[src/rtl/core/periodic_timer_bank_assert.svh]
// Assertion macros for the periodic timer bank.
// Each macro checks a property on the rising clock edge, outside reset.
`ifndef PERIODIC_TIMER_BANK_ASSERT_SVH
`define PERIODIC_TIMER_BANK_ASSERT_SVH
`ifndef SYNTH
`define PTB_ASSERT_SAME(label, ante, cons) \
    label: assert property (@(posedge i_clk) disable iff (!i_rst_n) (ante) |-> (cons)) \
        else $error("timer bank check failed");
`define PTB_ASSERT_NEXT(label, ante, cons) \
    label: assert property (@(posedge i_clk) disable iff (!i_rst_n) (ante) |=> (cons)) \
        else $error("timer bank check failed");
`else
`define PTB_ASSERT_SAME(label, ante, cons)
`define PTB_ASSERT_NEXT(label, ante, cons)
`endif
`endif

[src/rtl/core/ptb_pkg.sv]
`default_nettype none

package ptb_pkg;

    // Bank size and timer width.
    localparam int MAX_TIMERS   = 16;
    localparam int PERIOD_WIDTH = 16;

    // Fixed field widths.
    localparam int INTERVAL_W = 16;
    localparam int LIMIT_W    = 5;
    localparam int ID_W       = 5;
    localparam int KIND_W     = 2;

    // Derived widths: slot index, timer count, and a compare width for both.
    localparam int IDX_W = (MAX_TIMERS > 1) ? $clog2(MAX_TIMERS) : 1;
    localparam int CNT_W = $clog2(MAX_TIMERS + 1);
    localparam int CMP_W = (LIMIT_W > CNT_W) ? LIMIT_W : CNT_W;

    // Configuration port.
    localparam int ADDR_W = 3;
    localparam int DATA_W = 32;
    localparam logic [0:0] REG_TIMER_LIMIT = 1'b0;
    localparam logic [LIMIT_W-1:0] LIMIT_RESET = LIMIT_W'(16);

    // Largest period a slot can hold.
    localparam logic [PERIOD_WIDTH-1:0] PERIOD_MAX = '1;

    // Command codes.
    localparam logic CMD_TICK = 1'b0;
    localparam logic CMD_ADD  = 1'b1;

    // Result kinds.
    typedef enum logic [KIND_W-1:0] {
        KIND_EXPIRY       = 2'd0,
        KIND_ADDED        = 2'd1,
        KIND_BAD_INTERVAL = 2'd2,
        KIND_FULL         = 2'd3
    } t_kind;

    // Sequencer states.
    typedef enum logic [1:0] {
        ST_IDLE,
        ST_SCAN,
        ST_FLUSH
    } t_state;

    // Contents of one timer slot.
    typedef struct packed {
        logic [PERIOD_WIDTH-1:0] period;
        logic [PERIOD_WIDTH-1:0] elapsed;
    } t_slot;

    // Control for one cell of the ring.
    typedef struct packed {
        logic                    shift;
        logic                    load;
        logic [PERIOD_WIDTH-1:0] period;
    } t_cell_ctl;

    // Clamp an interval to the slot width.
    function automatic logic [PERIOD_WIDTH-1:0] sat_period(
        input logic [INTERVAL_W-1:0] interval
    );
        logic [PERIOD_WIDTH-1:0] res;
        if (33'(interval) > 33'(PERIOD_MAX)) begin
            res = PERIOD_MAX;
        end else begin
            res = PERIOD_WIDTH'(interval);
        end
        return res;
    endfunction

endpackage

`default_nettype wire

[src/rtl/core/periodic_timer_bank.sv]
// Channel    Direction  Handshake                Payload
// command    in         start high, busy low     i_command, i_interval
// result     out        o_valid for one cycle    o_kind, o_timer_id, o_last
// config     in         APB write, pready high   paddr, pwdata (prdata on read)
//
// An add's result appears in the cycle after acceptance and busy stays low.
// A tick keeps busy high while the slot ring turns one slot per cycle through the update
// unit, then while the flush state releases the held expiry.
// Each expiry is held until the next is found, so the last one leaves as busy falls.
// Reset is synchronous, active low: count and elapsed counts to zero, limit to 16.
// The receiver cannot stall, so results are never held back by it.
`default_nettype none
`include "periodic_timer_bank_assert.svh"

module periodic_timer_bank (
    input  wire logic                             i_clk,
    input  wire logic                             i_rst_n,
    // Command channel
    input  wire logic                             start,
    output logic                                  busy,
    input  wire logic                             i_command,
    input  wire logic [ptb_pkg::INTERVAL_W-1:0]   i_interval,
    // Result channel
    output logic                                  o_valid,
    output logic [ptb_pkg::KIND_W-1:0]            o_kind,
    output logic [ptb_pkg::ID_W-1:0]              o_timer_id,
    output logic                                  o_last,
    // Configuration port
    input  wire logic                             psel,
    input  wire logic                             penable,
    input  wire logic                             pwrite,
    input  wire logic [ptb_pkg::ADDR_W-1:0]       paddr,
    input  wire logic [ptb_pkg::DATA_W-1:0]       pwdata,
    output logic [ptb_pkg::DATA_W-1:0]            prdata,
    output logic                                  pready
);

    localparam int N = ptb_pkg::MAX_TIMERS;

    ptb_pkg::t_state r_state, n_state;
    logic [ptb_pkg::LIMIT_W-1:0] r_limit;
    logic [ptb_pkg::CNT_W-1:0]   r_active, n_active;
    logic [ptb_pkg::IDX_W-1:0]   r_scan_idx, n_scan_idx;
    logic                        r_pend_valid, n_pend_valid;
    logic [ptb_pkg::ID_W-1:0]    r_pend_id, n_pend_id;
    logic                        r_out_valid, n_out_valid;
    ptb_pkg::t_kind              r_out_kind, n_out_kind;
    logic [ptb_pkg::ID_W-1:0]    r_out_id, n_out_id;
    logic                        r_out_last, n_out_last;

    logic accept;
    logic cfg_write;
    logic full;
    logic scan_end;
    logic load_en;
    logic shift_en;
    logic slot_active;
    logic [ptb_pkg::ID_W-1:0] scan_id;
    logic [ptb_pkg::PERIOD_WIDTH-1:0] load_period;

    ptb_pkg::t_slot    w_slot [N];
    ptb_pkg::t_cell_ctl cell_ctl [N];
    ptb_pkg::t_slot    upd_slot;
    logic              upd_expired;

    // Handshake decode.
    assign accept    = start && !busy;
    assign busy      = (r_state != ptb_pkg::ST_IDLE);
    assign pready    = 1'b1;
    assign cfg_write = psel && penable && pwrite && pready
                       && (paddr[ptb_pkg::ADDR_W-1:2] == ptb_pkg::REG_TIMER_LIMIT);

    // Register read-back.
    always_comb begin
        if (paddr[ptb_pkg::ADDR_W-1:2] == ptb_pkg::REG_TIMER_LIMIT) begin
            prdata = ptb_pkg::DATA_W'(r_limit);
        end else begin
            prdata = '0;
        end
    end

    // The bank is full at the configured limit or at the physical size.
    assign full = (ptb_pkg::CMP_W'(r_active) >= ptb_pkg::CMP_W'(r_limit))
                  || (r_active >= ptb_pkg::CNT_W'(N));

    assign scan_end    = (r_scan_idx == ptb_pkg::IDX_W'(N - 1));
    assign slot_active = (ptb_pkg::CNT_W'(r_scan_idx) < r_active);
    assign scan_id     = ptb_pkg::ID_W'(ptb_pkg::CNT_W'(r_scan_idx) + ptb_pkg::CNT_W'(1));
    assign load_period = ptb_pkg::sat_period(i_interval);

    // The update unit sits between the head cell and the tail of the ring.
    ptb_update u_update (
        .i_slot    (w_slot[0]),
        .i_active  (slot_active),
        .o_slot    (upd_slot),
        .o_expired (upd_expired)
    );

    // Ring of slot cells: each takes its upper neighbour, the last takes the update.
    for (genvar j = 0; j < N; j++) begin : g_cell
        ptb_pkg::t_slot next_slot;
        if (j == N - 1) begin : g_tail
            assign next_slot = upd_slot;
        end else begin : g_body
            assign next_slot = w_slot[j + 1];
        end
        assign cell_ctl[j].shift  = shift_en;
        assign cell_ctl[j].load   = load_en && (r_active == ptb_pkg::CNT_W'(j));
        assign cell_ctl[j].period = load_period;
        ptb_cell u_cell (
            .i_clk   (i_clk),
            .i_rst_n (i_rst_n),
            .i_ctl   (cell_ctl[j]),
            .i_next  (next_slot),
            .o_slot  (w_slot[j])
        );
    end

    // Next state of the sequencer.
    always_comb begin
        n_state = r_state;
        case (r_state)
            ptb_pkg::ST_IDLE: begin
                if (accept && (i_command == ptb_pkg::CMD_TICK)) begin
                    n_state = ptb_pkg::ST_SCAN;
                end
            end
            ptb_pkg::ST_SCAN: begin
                if (scan_end) begin
                    n_state = ptb_pkg::ST_FLUSH;
                end
            end
            ptb_pkg::ST_FLUSH: begin
                n_state = ptb_pkg::ST_IDLE;
            end
            default: begin
                n_state = ptb_pkg::ST_IDLE;
            end
        endcase
    end

    // Datapath control and results. An expiry is held until the next one is found,
    // so that the final one of a tick can be marked.
    always_comb begin
        n_active     = r_active;
        n_scan_idx   = r_scan_idx;
        n_pend_valid = r_pend_valid;
        n_pend_id    = r_pend_id;
        n_out_valid  = 1'b0;
        n_out_kind   = ptb_pkg::KIND_EXPIRY;
        n_out_id     = '0;
        n_out_last   = 1'b0;
        load_en      = 1'b0;
        shift_en     = 1'b0;
        case (r_state)
            ptb_pkg::ST_IDLE: begin
                if (accept && (i_command == ptb_pkg::CMD_ADD)) begin
                    n_out_valid = 1'b1;
                    n_out_last  = 1'b1;
                    if (i_interval == '0) begin
                        n_out_kind = ptb_pkg::KIND_BAD_INTERVAL;
                    end else if (full) begin
                        n_out_kind = ptb_pkg::KIND_FULL;
                    end else begin
                        n_out_kind = ptb_pkg::KIND_ADDED;
                        n_out_id   = ptb_pkg::ID_W'(r_active + ptb_pkg::CNT_W'(1));
                        n_active   = r_active + ptb_pkg::CNT_W'(1);
                        load_en    = 1'b1;
                    end
                end else if (accept) begin
                    n_scan_idx   = '0;
                    n_pend_valid = 1'b0;
                end
            end
            ptb_pkg::ST_SCAN: begin
                shift_en   = 1'b1;
                n_scan_idx = r_scan_idx + ptb_pkg::IDX_W'(1);
                if (upd_expired) begin
                    n_out_valid  = r_pend_valid;
                    n_out_kind   = ptb_pkg::KIND_EXPIRY;
                    n_out_id     = r_pend_id;
                    n_pend_valid = 1'b1;
                    n_pend_id    = scan_id;
                end
            end
            ptb_pkg::ST_FLUSH: begin
                n_out_valid  = r_pend_valid;
                n_out_kind   = ptb_pkg::KIND_EXPIRY;
                n_out_id     = r_pend_id;
                n_out_last   = 1'b1;
                n_pend_valid = 1'b0;
            end
            default: begin
                n_pend_valid = 1'b0;
            end
        endcase
    end

    // Control registers.
    always_ff @(posedge i_clk) begin
        if (!i_rst_n) begin
            r_state      <= ptb_pkg::ST_IDLE;
            r_active     <= '0;
            r_scan_idx   <= '0;
            r_pend_valid <= 1'b0;
            r_out_valid  <= 1'b0;
            r_limit      <= ptb_pkg::LIMIT_RESET;
        end else begin
            r_state      <= n_state;
            r_active     <= n_active;
            r_scan_idx   <= n_scan_idx;
            r_pend_valid <= n_pend_valid;
            r_out_valid  <= n_out_valid;
            if (cfg_write) begin
                r_limit <= pwdata[ptb_pkg::LIMIT_W-1:0];
            end
        end
    end

    // Payload registers.
    always_ff @(posedge i_clk) begin
        r_pend_id  <= n_pend_id;
        r_out_kind <= n_out_kind;
        r_out_id   <= n_out_id;
        r_out_last <= n_out_last;
    end

    assign o_valid    = r_out_valid;
    assign o_kind     = r_out_kind;
    assign o_timer_id = r_out_id;
    assign o_last     = r_out_last;

    // Checks on the sequencer and the result stream.
    `PTB_ASSERT_NEXT(a_add_gives_last, accept && (i_command == ptb_pkg::CMD_ADD), o_valid && o_last)
    `PTB_ASSERT_SAME(a_add_kind_last, o_valid && (o_kind != ptb_pkg::KIND_EXPIRY), o_last)
    `PTB_ASSERT_NEXT(a_flush_ends, r_state == ptb_pkg::ST_FLUSH, !busy && !r_pend_valid)
    `PTB_ASSERT_SAME(a_count_bound, 1'b1, r_active <= ptb_pkg::CNT_W'(N))

endmodule

`default_nettype wire

[src/rtl/core/ptb_cell.sv]
`default_nettype none

module ptb_cell (
    input  wire logic              i_clk,
    input  wire logic              i_rst_n,
    input  wire ptb_pkg::t_cell_ctl i_ctl,
    input  wire ptb_pkg::t_slot    i_next,
    output ptb_pkg::t_slot         o_slot
);

    logic [ptb_pkg::PERIOD_WIDTH-1:0] r_period;
    logic [ptb_pkg::PERIOD_WIDTH-1:0] r_elapsed;

    // Period: taken from the neighbour while the ring turns, or loaded by an add.
    always_ff @(posedge i_clk) begin
        if (i_ctl.shift) begin
            r_period <= i_next.period;
        end else if (i_ctl.load) begin
            r_period <= i_ctl.period;
        end
    end

    // Elapsed count: cleared by reset and by an add.
    always_ff @(posedge i_clk) begin
        if (!i_rst_n) begin
            r_elapsed <= '0;
        end else if (i_ctl.shift) begin
            r_elapsed <= i_next.elapsed;
        end else if (i_ctl.load) begin
            r_elapsed <= '0;
        end
    end

    assign o_slot.period  = r_period;
    assign o_slot.elapsed = r_elapsed;

endmodule

`default_nettype wire

[src/rtl/core/ptb_update.sv]
`default_nettype none

module ptb_update (
    input  wire ptb_pkg::t_slot i_slot,
    input  wire logic           i_active,
    output ptb_pkg::t_slot      o_slot,
    output logic                o_expired
);

    logic [ptb_pkg::PERIOD_WIDTH:0] sum;

    // Advance an active slot by one tick; an expired slot restarts from zero.
    always_comb begin
        sum       = {1'b0, i_slot.elapsed} + (ptb_pkg::PERIOD_WIDTH + 1)'(1);
        o_slot    = i_slot;
        o_expired = 1'b0;
        if (i_active) begin
            if (sum >= {1'b0, i_slot.period}) begin
                o_slot.elapsed = '0;
                o_expired      = 1'b1;
            end else begin
                o_slot.elapsed = sum[ptb_pkg::PERIOD_WIDTH-1:0];
            end
        end
    end

endmodule

`default_nettype wire

[config.mk]
export PLATFORM = sky130hd
export DESIGN_NAME = periodic_timer_bank
export DESIGN_NICKNAME = d
export VERILOG_FILES = /design/src/rtl/core/ptb_pkg.sv /design/src/rtl/core/periodic_timer_bank.sv /design/src/rtl/core/ptb_cell.sv /design/src/rtl/core/ptb_update.sv
export VERILOG_INCLUDE_DIRS = /design/src /design/src/rtl/core
export SDC_FILE = /design/constraint.sdc
export NUM_CORES = 1
export LEC_CHECK = 0
export ABC_CLOCK_PERIOD_IN_PS = 9900
export BUFFER_PORTS_ARGS = -buffer_cell sky130_fd_sc_hd__buf_4
export CAP_MARGIN = 10
export CORE_MARGIN = 3
export CORE_UTILIZATION = 37
export CTS_CLUSTER_SIZE = 24
export DETAILED_ROUTE_END_ITERATION = 8
export PLACE_DENSITY_LB_ADDON = 0.05
export REMOVE_ABC_BUFFERS = 1
export SYNTH_ARGS = -nofsm -noshare
export SYNTH_HDL_FRONTEND = slang
export SYNTH_SLANG_ARGS = --single-unit
[constraint.sdc]
create_clock -name i_clk -period 9.9 [get_ports i_clk]
set_input_delay 1.98 -clock i_clk [delete_from_list [all_inputs] [get_ports i_clk]]
set_output_delay 1.98 -clock i_clk [all_outputs]
set_load 0.05 [all_outputs]
-- Yosys cells after proc, flatten, opt, wreduce, memory -nomap -nowiden
Cells that the tools add are included.
- word-level logic and storage cells: 227
- register bits after elaboration: 543
- input port bits: 58
- order comparisons: 4
- reduce and logical (&&, ||, !) cells: 52
- muxes and demuxes: 95
- add/subtract/negate cells: 4
- equal/unequal tests: 23
- bitwise gates (word level): 6
- operators by type and width (cell ; count):
    $mux 16 ; 66
    $eq 5x4->1 const B ; 8
    $reduce_bool 2->1 ; 18
    $mux 5 ; 5
    $logic_and 1x1->1 ; 22
    $eq 5x3->1 const B ; 4
    $add 16x1->17 const B ; 1
    $ge 17x16->1 ; 1
    $logic_not 16->1 ; 1
    $pmux 5 s3 ; 1
    $mux 1 ; 12
    $eq 5x2->1 const B ; 2
    $mux 2 ; 4
    $mux 4 ; 2
    $ne 2x2->1 const B ; 4
    $pmux 4 s2 ; 1
    $not 1->1 ; 6
    $reduce_and 2->1 ; 3
    $reduce_and 3->1 ; 2
    $add 4x1->5 const B ; 1
    $add 5x1->5 const B ; 1
    $eq 5x1->1 const B ; 1
    $ge 5x5->1 ; 1
    $ge 5x5->1 const B ; 1
    15 further kinds ; 16

-- Depth between registers and ports, before layout
Gate-level depths: netlist (run 1).
- depth in word-level cells: 9
- gate-level depth with buffers: 13
- gate-level depth less buffers: 12

-- Modules after synthesis
Synthesis (run 1) repeated with hierarchy kept, for this count alone.
- cells, all modules: 2080
- area, all modules: 27446.3 um^2
- by module, submodules not included (module ; times used ; area each (um^2) ; sequential area each (um^2) ; cells an instance):
    ptb_cell ; 16 ; 1516.5 ; 800.8 ; 106
    periodic_timer_bank ; 1 ; 1948.1 ; 670.6 ; 211
    ptb_update ; 1 ; 1234.9 ; 0.0 ; 173

-- Worst setup path after synthesis (run 1)
OpenSTA, ideal clock, no wires.
- path kind: input -> output
- start: input paddr[2] (netlist bit)
- end: output prdata[0] (netlist bit)
- buffers on the path: 0
- path slack: 5.251 ns
- arrival time: 2.669 ns
- stages on the path: 1
- path through: nor2b_1
- longest elaborated chain between the ends: 1
- ends and longest elaborated chain (what ; RTL line ; text):
    start, declared ; periodic_timer_bank.sv:32 ; input wire logic [ptb_pkg::ADDR_W-1:0] paddr,
    $mux 5 ; periodic_timer_bank.sv:75 ; if (paddr[ptb_pkg::ADDR_W-1:2] == ptb_pkg::REG_TIMER_LIMIT) begin
    end, declared ; periodic_timer_bank.sv:34 ; output logic [ptb_pkg::DATA_W-1:0] prdata,
Every way passes these cells.

-- Worst setup path after layout (run 1)
Same ends and word-level chain as after synthesis.

==> run metrics, run 1 <==
status=finished, final reports clean; Port-buffer cells=43; Async SR Flop Fraction=0; peak supply drop=0.138 mV; Slew Limit Fails=0; Max-Cap Viols=0; vias in the first global route=12,300; pwr/cell area=between 200 and 250 nW/µm²; Commonest cells post-synth=dfxtp_1 (282), edfxtp_1 (261), a21o_1 (260); Die Area=a little under 60,000 µm²; Clock Skew=around 0.014 ns; endpoint class of the critical path=primary output; Layout fillers=5,171; CP Data Arrival Time=about 2.4 ns; WL final=around 49 mm; area occupied by multi-input gates=about 6600 µm²; most common cell in the netlist=dfxtp_1; Static Leakage=~9.9 nW; starting density of the core=0.375; DRC viols=0; initial antenna violation count=0; Non-Filler Instances=2,367; TritonCTS clock tree=done; Synth cell types=58; clk buf depth=3; Post-synth EDFFs=261; GPL Wtd Cong=0.756; fraction of layout cells with a size suffix above 1=0.106; Max FO, Critical Path=6; final cycle utilization of the critical path=0.445; hold buffer count at CTS=0; later-pin clock latency in the skew report=around 0.60 ns; synth warn=0; post-placement cell area=about 22,000 µm²; register area share after synthesis=0.650; post-layout min period=4.40 ns; PostCTS Resize Cnt=0; GRT Overall Usage=0.164; setup bufs post-CTS=0; hpwl dp=28.5 mm; gate count of the mapped netlist=about 1,600; DR iter-0 viols=~900; Top Ports=around 100; Tightest Hold Check Type=flop to flop; Max Freq=approximately 230 MHz; ANT cells=0; P&R area growth vs syn=13.5%; core area=55,300 µm²; average size of a mapped cell=about 13 µm²; Die X=243 µm; post-route cell area=between 20,000 and 25,000 µm²; TritonCTS Buffers=between 50 and 60; kind of critical path=input port to primary output; Critical Path Source Type=input port; first-pass GRT wire length=75.8 mm; GRT Residual Overflow=0; largest net degree at the start of global routing=238; Post-synth top flop=dfxtp_1; power consumption=approximately 4.9 mW; Num Clock Sinks=543; vias per cell=around 5.2; Worst Tran Pin Value=1.23 ns; unrepaired setup endpoints after global routing=no; Critical Path RT=a little under 8 ns; Synth top area share=0.378; standard-cell rows=86; FF+latch count, synth=about 540; post-route ant nets=0; drt pass-1 iters=6; Rel. slew slack=0.181; via count=12,300; setup violators final=0; FF/Latch Area=13,500 µm²; endpoints failing hold=0; Root Driver=clkbuf_16; H-Tree Depth=2; cell accounting for the most synthesized area=edfxtp_1; DIE HEIGHT=approximately 240 µm; routed length per instance=around 20 µm; Nets=approximately 1,700; Inst Count DP=between 2,000 and 2,500; Mapped Area=roughly 21,000 µm²; Reg clk slew, reported paths=about 0.06 ns; Area contributors post-synth=edfxtp_1 (38%), dfxtp_1 (27%), a22o_1 (10%), a21o_1 (9.4%), ha_1 (1.9%)
## metrics by stage
step	hold WS (ns)	setup WS [ns]	TNS, ns	utilization
6_report	0.457	5.50	0	0.425
5_1_grt	0.487	5.32	0	0.425
4_1_cts	0.464	5.35	0	0.425
3_5_place_dp	0.453	4.73	0	0.391
3_3_place_gp	0.449	4.68	0	0.391
2_1_floorplan	0.427	-5.00	-1075.32	-
## cells in the final DEF, fill, tap and decap left out, types with 5 or more instances in the layout
| master | n |
|---|---|
| nor3_1 | 5 |
| ha_1 | 31 |
| a22o_1 | 238 |
| nand2_1 | 45 |
| a21oi_1 | 10 |
| buf_4 | 64 |
| inv_1 | 44 |
| o211ai_1 | 5 |
| xor2_1 | 9 |
| nor4_1 | 6 |
| nor2b_1 | 13 |
| o2bb2ai_1 | 5 |
| mux2i_1 | 6 |
| xnor2_1 | 11 |
| nand3_1 | 20 |
| edfxtp_1 | 261 |
| and3_1 | 8 |
| clkinv_1 | 12 |
| o31a_1 | 12 |
| o31ai_1 | 10 |
| nand4_1 | 6 |
| clkinv_2 | 7 |
| clkbuf_1 | 11 |
| nand2b_1 | 7 |
| and2_1 | 18 |
| dfxtp_1 | 282 |
| conb_1 | 28 |
| o21ai_0 | 11 |
| o221ai_1 | 6 |
| clkbuf_8 | 9 |
| a221o_1 | 5 |
| clkbuf_16 | 61 |
| nor2_1 | 26 |
| o21ai_2 | 5 |
| a21o_1 | 260 |
## sequential cells by signal, indices dropped and copies added, names as in the netlist, 4 cells and up
name / cells
r_pend_id: 5
r_active: 5
r_scan_idx: 4
g_cell.u_cell.r_period: 256
o_timer_id: 5
g_cell.u_cell.r_elapsed: 256
r_limit: 5
## worst max-delay path: stages
cell	delay, ns
buf_4	0.13
nor2b_1	0.11
buf_4	0.20
## kinds of logic after synthesis
group,count (synthesis),share of synthesized area
AOI/OAI and AO/OA,605,0.234
adders and majority gates,31,0.0187
and+or+nand+nor,170,0.0430
other,2,0.000362
buffers and inverters,193,0.0427
DFF,543,0.650
muxes,6,0.00290
xor gates and xnor gates,20,0.00845
## metal layers
layer,up-vias,part of all wire,GRT usage
li1,5917,-,-
met1,6164,0.50,0.243
met2,182,0.44,0.251
met3,71,0.032,0.0251
met4,0,0.021,0.0443
met5,-,0,0
## path summary, 6_finish.rpt
check	startpoint	end	slack, ns	cells after the start
max	paddr[2]	prdata[0]	5.50	3
max reg2reg	g_cell[0].u_cell.r_elapsed[0]$_SDFFE_PN0P_	r_pend_id[0]$_DFFE_PP_	5.65	12
min reg2reg	r_pend_valid$_SDFFE_PN0P_	r_pend_valid$_SDFFE_PN0P_	0.46	2
min	r_pend_valid$_SDFFE_PN0P_	r_pend_valid$_SDFFE_PN0P_	0.46	2
## layout make-up
type | count | area share
Timing Repair Buffer | 66 | 0.0219
Inverter | 45 | 0.00718
Sequential cell | 543 | 0.573
Clock buffer | 81 | 0.0719
Multi-Input combinational cell | 860 | 0.279
Tap cell | 748 | 0.0398
Clock inverter | 24 | 0.00745
## report_power, final
group	total (mW)	internal, mW	switching, mW	leakage, nW
Clock	2.11	1.24	0.876	0.910
Sequential	2.47	2.45	0.0232	4.70
Combinational	0.342	0.101	0.241	4.25
Total	4.93	3.79	1.14	9.86
No activity file was read; power rests on OpenSTA's default activity.
==> inputs of run 2 (changes only) <==
- ABC_AREA: default -> 1
- ABC_CLOCK_PERIOD_IN_PS: 9900 -> 3700
- clock period: 9.9 -> 3.7 ns (I/O delays scaled with it)
==> run metrics, run 2 <==
status=finished, final reports clean; mux contribution to synthesized area=0; Adder-Cell Fraction of Synth Area=0.0164; peak supply drop=0.345 mV; TritonCTS Buffers=between 50 and 60; most common cell after layout, fill and taps aside=nand2_1; post-layout min period=~3.2 ns; ANT cells=0; hold endpoint=r_limit[4]$_SDFFE_PN1P_; Num Clock Sinks=between 500 and 600; Post-synth EDFFs=261; TritonCTS clock tree=done; average size of a mapped cell=between 8 and 9 µm²; reg2reg start=g_cell[0].u_cell.r_elapsed[1]$_SDFFE_PN0P_; Synth Area in Simple Gates=0.305; pre-CTS WS=0.443 ns; commonest non-fill, non-tap cells in the layout=nand2_1 (1,342), inv_1 (322), dfxtp_1 (282); Critical Path Source Type=flop; Critical Path RT=3.99 ns; Worst R2R End=r_pend_id[4]$_DFFE_PP_; Rel. slew slack=0.320; endpoints failing hold=0; GRT Residual Overflow=0; PostCTS Resize Cnt=0; worst hold path startpoint=pwdata[4]; setup ws final=between 0.4 and 0.5 ns; Synth top area share=0.330; endpoint class of the critical path=flop; Tightest Hold Check Type=input port to flop; r2r setup slk=between 0.4 and 0.5 ns; standard-cell rows=slightly above 90; Nets=about 3,000; cell accounting for the most synthesized area=edfxtp_1; clk buf depth=3; Die Area=around 67,000 µm²; most common cell in the netlist=nand2_1; Fin Setup TNS=0 ns; Port-buffer cells=43; core area=between 60,000 and 70,000 µm²; vias in the first global route=between 15,000 and 20,000; Synth cell types=36; DRC viols=0; Post-synth top flop=dfxtp_1; Largest regs=g_cell.u_cell.r_elapsed: 256 flops, g_cell.u_cell.r_period: 256 flops; hold path cells=3; starting density of the core=0.375; hpwl dp=36.8 mm; met2 GRT Util=0.268; GR Layer Usage met3=0.0256; synth warn=0; FF-to-FF path depth=18; unrepaired setup endpoints after global routing=no; fraction of layout cells with a size suffix above 1=0.0903; Top Ports=101; Synth Area in Compound Gates=0.0171; Worst Tran Pin Value=1.02 ns; met1 GRT Util=0.272; routed length per instance=about 16 µm; GRT Overall Usage=0.178; gate count of the mapped netlist=approximately 2,900; largest family of logic cells by synthesized area=simple AND/OR/NAND/NOR gates; Reg clk slew, reported paths=roughly 0.06 ns; Max-Cap Viols=0; GRT busiest layer=met1; Commonest cells post-synth=nand2_1 (1,342), inv_1 (322), dfxtp_1 (282); Synth Area in XOR/XNOR=0.00369; P&R area growth vs syn=12.9%; Max Freq=308 MHz; DIE HEIGHT=around 260 µm; Mapped Area=between 20,000 and 25,000 µm²; WL final=59.7 mm; Static Leakage=roughly 13 nW; Max FO, Critical Path=6; drt pass-1 iters=5; hold buffer count at CTS=0; Slew Limit Fails=0; via count=between 15,000 and 20,000; initial antenna violation count=0; vias per cell=about 4.6; DR iter-0 viols=between 1,000 and 1,500; GPL Wtd Cong=around 0.78; final cycle utilization of the critical path=0.876; later-pin clock latency in the skew report=between 0.6 and 0.7 ns; Async SR Flop Fraction=0; H-Tree Depth=2; first-pass GRT wire length=between 90 and 100 mm; Area contributors post-synth=edfxtp_1 (33%), dfxtp_1 (24%), nand2_1 (21%), inv_1 (5.1%), nand3_1 (5.1%); register area share after synthesis=0.569; FF+latch count, synth=approximately 540; CP Data Arrival Time=about 3.5 ns; Die X=~260 µm; largest net degree at the start of global routing=158; kind of critical path=flop to flop; Clock Skew=between 0.02 and 0.03 ns; setup violators final=0; pwr/cell area=a little under 500 nW/µm²; Root Driver=clkbuf_16; setup bufs post-CTS=0; post-route ant nets=0
[run 2: cell types whose count changed in the layout (fill, tap and decap cells not counted), sizes merged, moves of 14 or more]
| cell | previous run | this run |
|---|---|---|
| a21o | 260 | 2 |
| a21oi | 10 | 34 |
| a22o | 238 | 0 |
| and2 | 19 | 3 |
| buf | 66 | 107 |
| inv | 44 | 324 |
| nand2 | 45 | 1343 |
| nand3 | 20 | 300 |
| nor2 | 26 | 56 |
| nor2b | 14 | 0 |
| o31a | 14 | 0 |
[run 2: how the worst max path moves through the flow]
| stage | depth (start not counted) | slack (ns) | start | endpoint |
|---|---|---|---|---|
| global placement | 18 | 0.47 | g_cell[0].u_cell.r_elapsed[1]$_SDFFE_PN0P_ | r_pend_id[1]$_DFFE_PP_ |
| floorplan | 8 | -21.90 | r_state[0]$_SDFFE_PN0P_ | g_cell[15].u_cell.r_elapsed[8]$_SDFFE_PN0P_ |
| CTS | 18 | 0.43 | g_cell[0].u_cell.r_elapsed[1]$_SDFFE_PN0P_ | r_pend_id[4]$_DFFE_PP_ |
| detailed placement | 18 | 0.44 | g_cell[0].u_cell.r_elapsed[1]$_SDFFE_PN0P_ | r_pend_id[1]$_DFFE_PP_ |
| global route | 18 | 0.12 | g_cell[0].u_cell.r_elapsed[1]$_SDFFE_PN0P_ | r_pend_id[2]$_DFFE_PP_ |
| finish | 18 | 0.46 | g_cell[0].u_cell.r_elapsed[1]$_SDFFE_PN0P_ | r_pend_id[4]$_DFFE_PP_ |
[run 2: through the flow]
step | power, mW | utilization | instances | hold slack [ns] | area (µm²)
floorplan | 7.31 | - | 2732 | 0.412 | 22900
global placement | 7.65 | 0.394 | 3686 | 0.426 | 24900
detailed placement | 7.66 | 0.394 | 3686 | 0.423 | 24900
CTS | 13.4 | 0.424 | 3792 | 0.302 | 26800
global route | 13.8 | 0.424 | 3792 | 0.316 | 26800
finish | 13.2 | 0.424 | 3792 | 0.345 | 26800
[run 2: cells by family (layout without fill, tap and decap cells)]
kind of cell             after synthesis  after routing
other                                  2             28
XOR/XNOR                              10             10
AO/OA/AOI/OAI                         76             76
flip-flops                           543            543
adder cells (fa/ha/maj)               31             31
buffers and inverters                507            538
AND/OR/NAND/NOR                     1720           1720
[run 2: metal layers]
| metal | routed length (µm) | up-vias |
|---|---|---|
| met1 | 30400 | 8182 |
| met2 | 25700 | 285 |
| met5 | 0 | - |
| li1 | - | 8946 |
| met4 | 838 | 0 |
| met3 | 2680 | 67 |
[run 2: final cells by class]
cell class                      count  area, µm²
Fill cell                        6383      36400
Sequential cell                   543      13500
Multi-Input combinational cell   1865       8240
Clock buffer                       85       1700
Inverter                          324       1230
Tap cell                          846       1060
Timing Repair Buffer              108        892
Clock inverter                     21        168
[run 2: worst max-delay path, cell delays in order, from the launching register on]
cell     delay, ns
dfxtp_1       0.38
ha_1          0.18
nand2_1       0.07
nor2_1        0.22
nand2_1       0.11
nor2_1        0.22
nand2_1       0.11
xnor2_1       0.16
ha_1          0.31
nand2_1       0.07
nor2_1        0.09
nand2_1       0.08
nor2_1        0.09
nand2_1       0.05
nand2_1       0.05
nand2_1       0.04
nand3_1       0.25
nand3_1       0.18
inv_1         0.25
[run 2: power breakdown]
group	switching [mW]	internal [mW]	total (mW)	leakage (nW)
logic	0.717	0.194	0.910	7.83
registers	0.0554	6.55	6.60	4.71
clock network	2.40	3.30	5.70	0.922
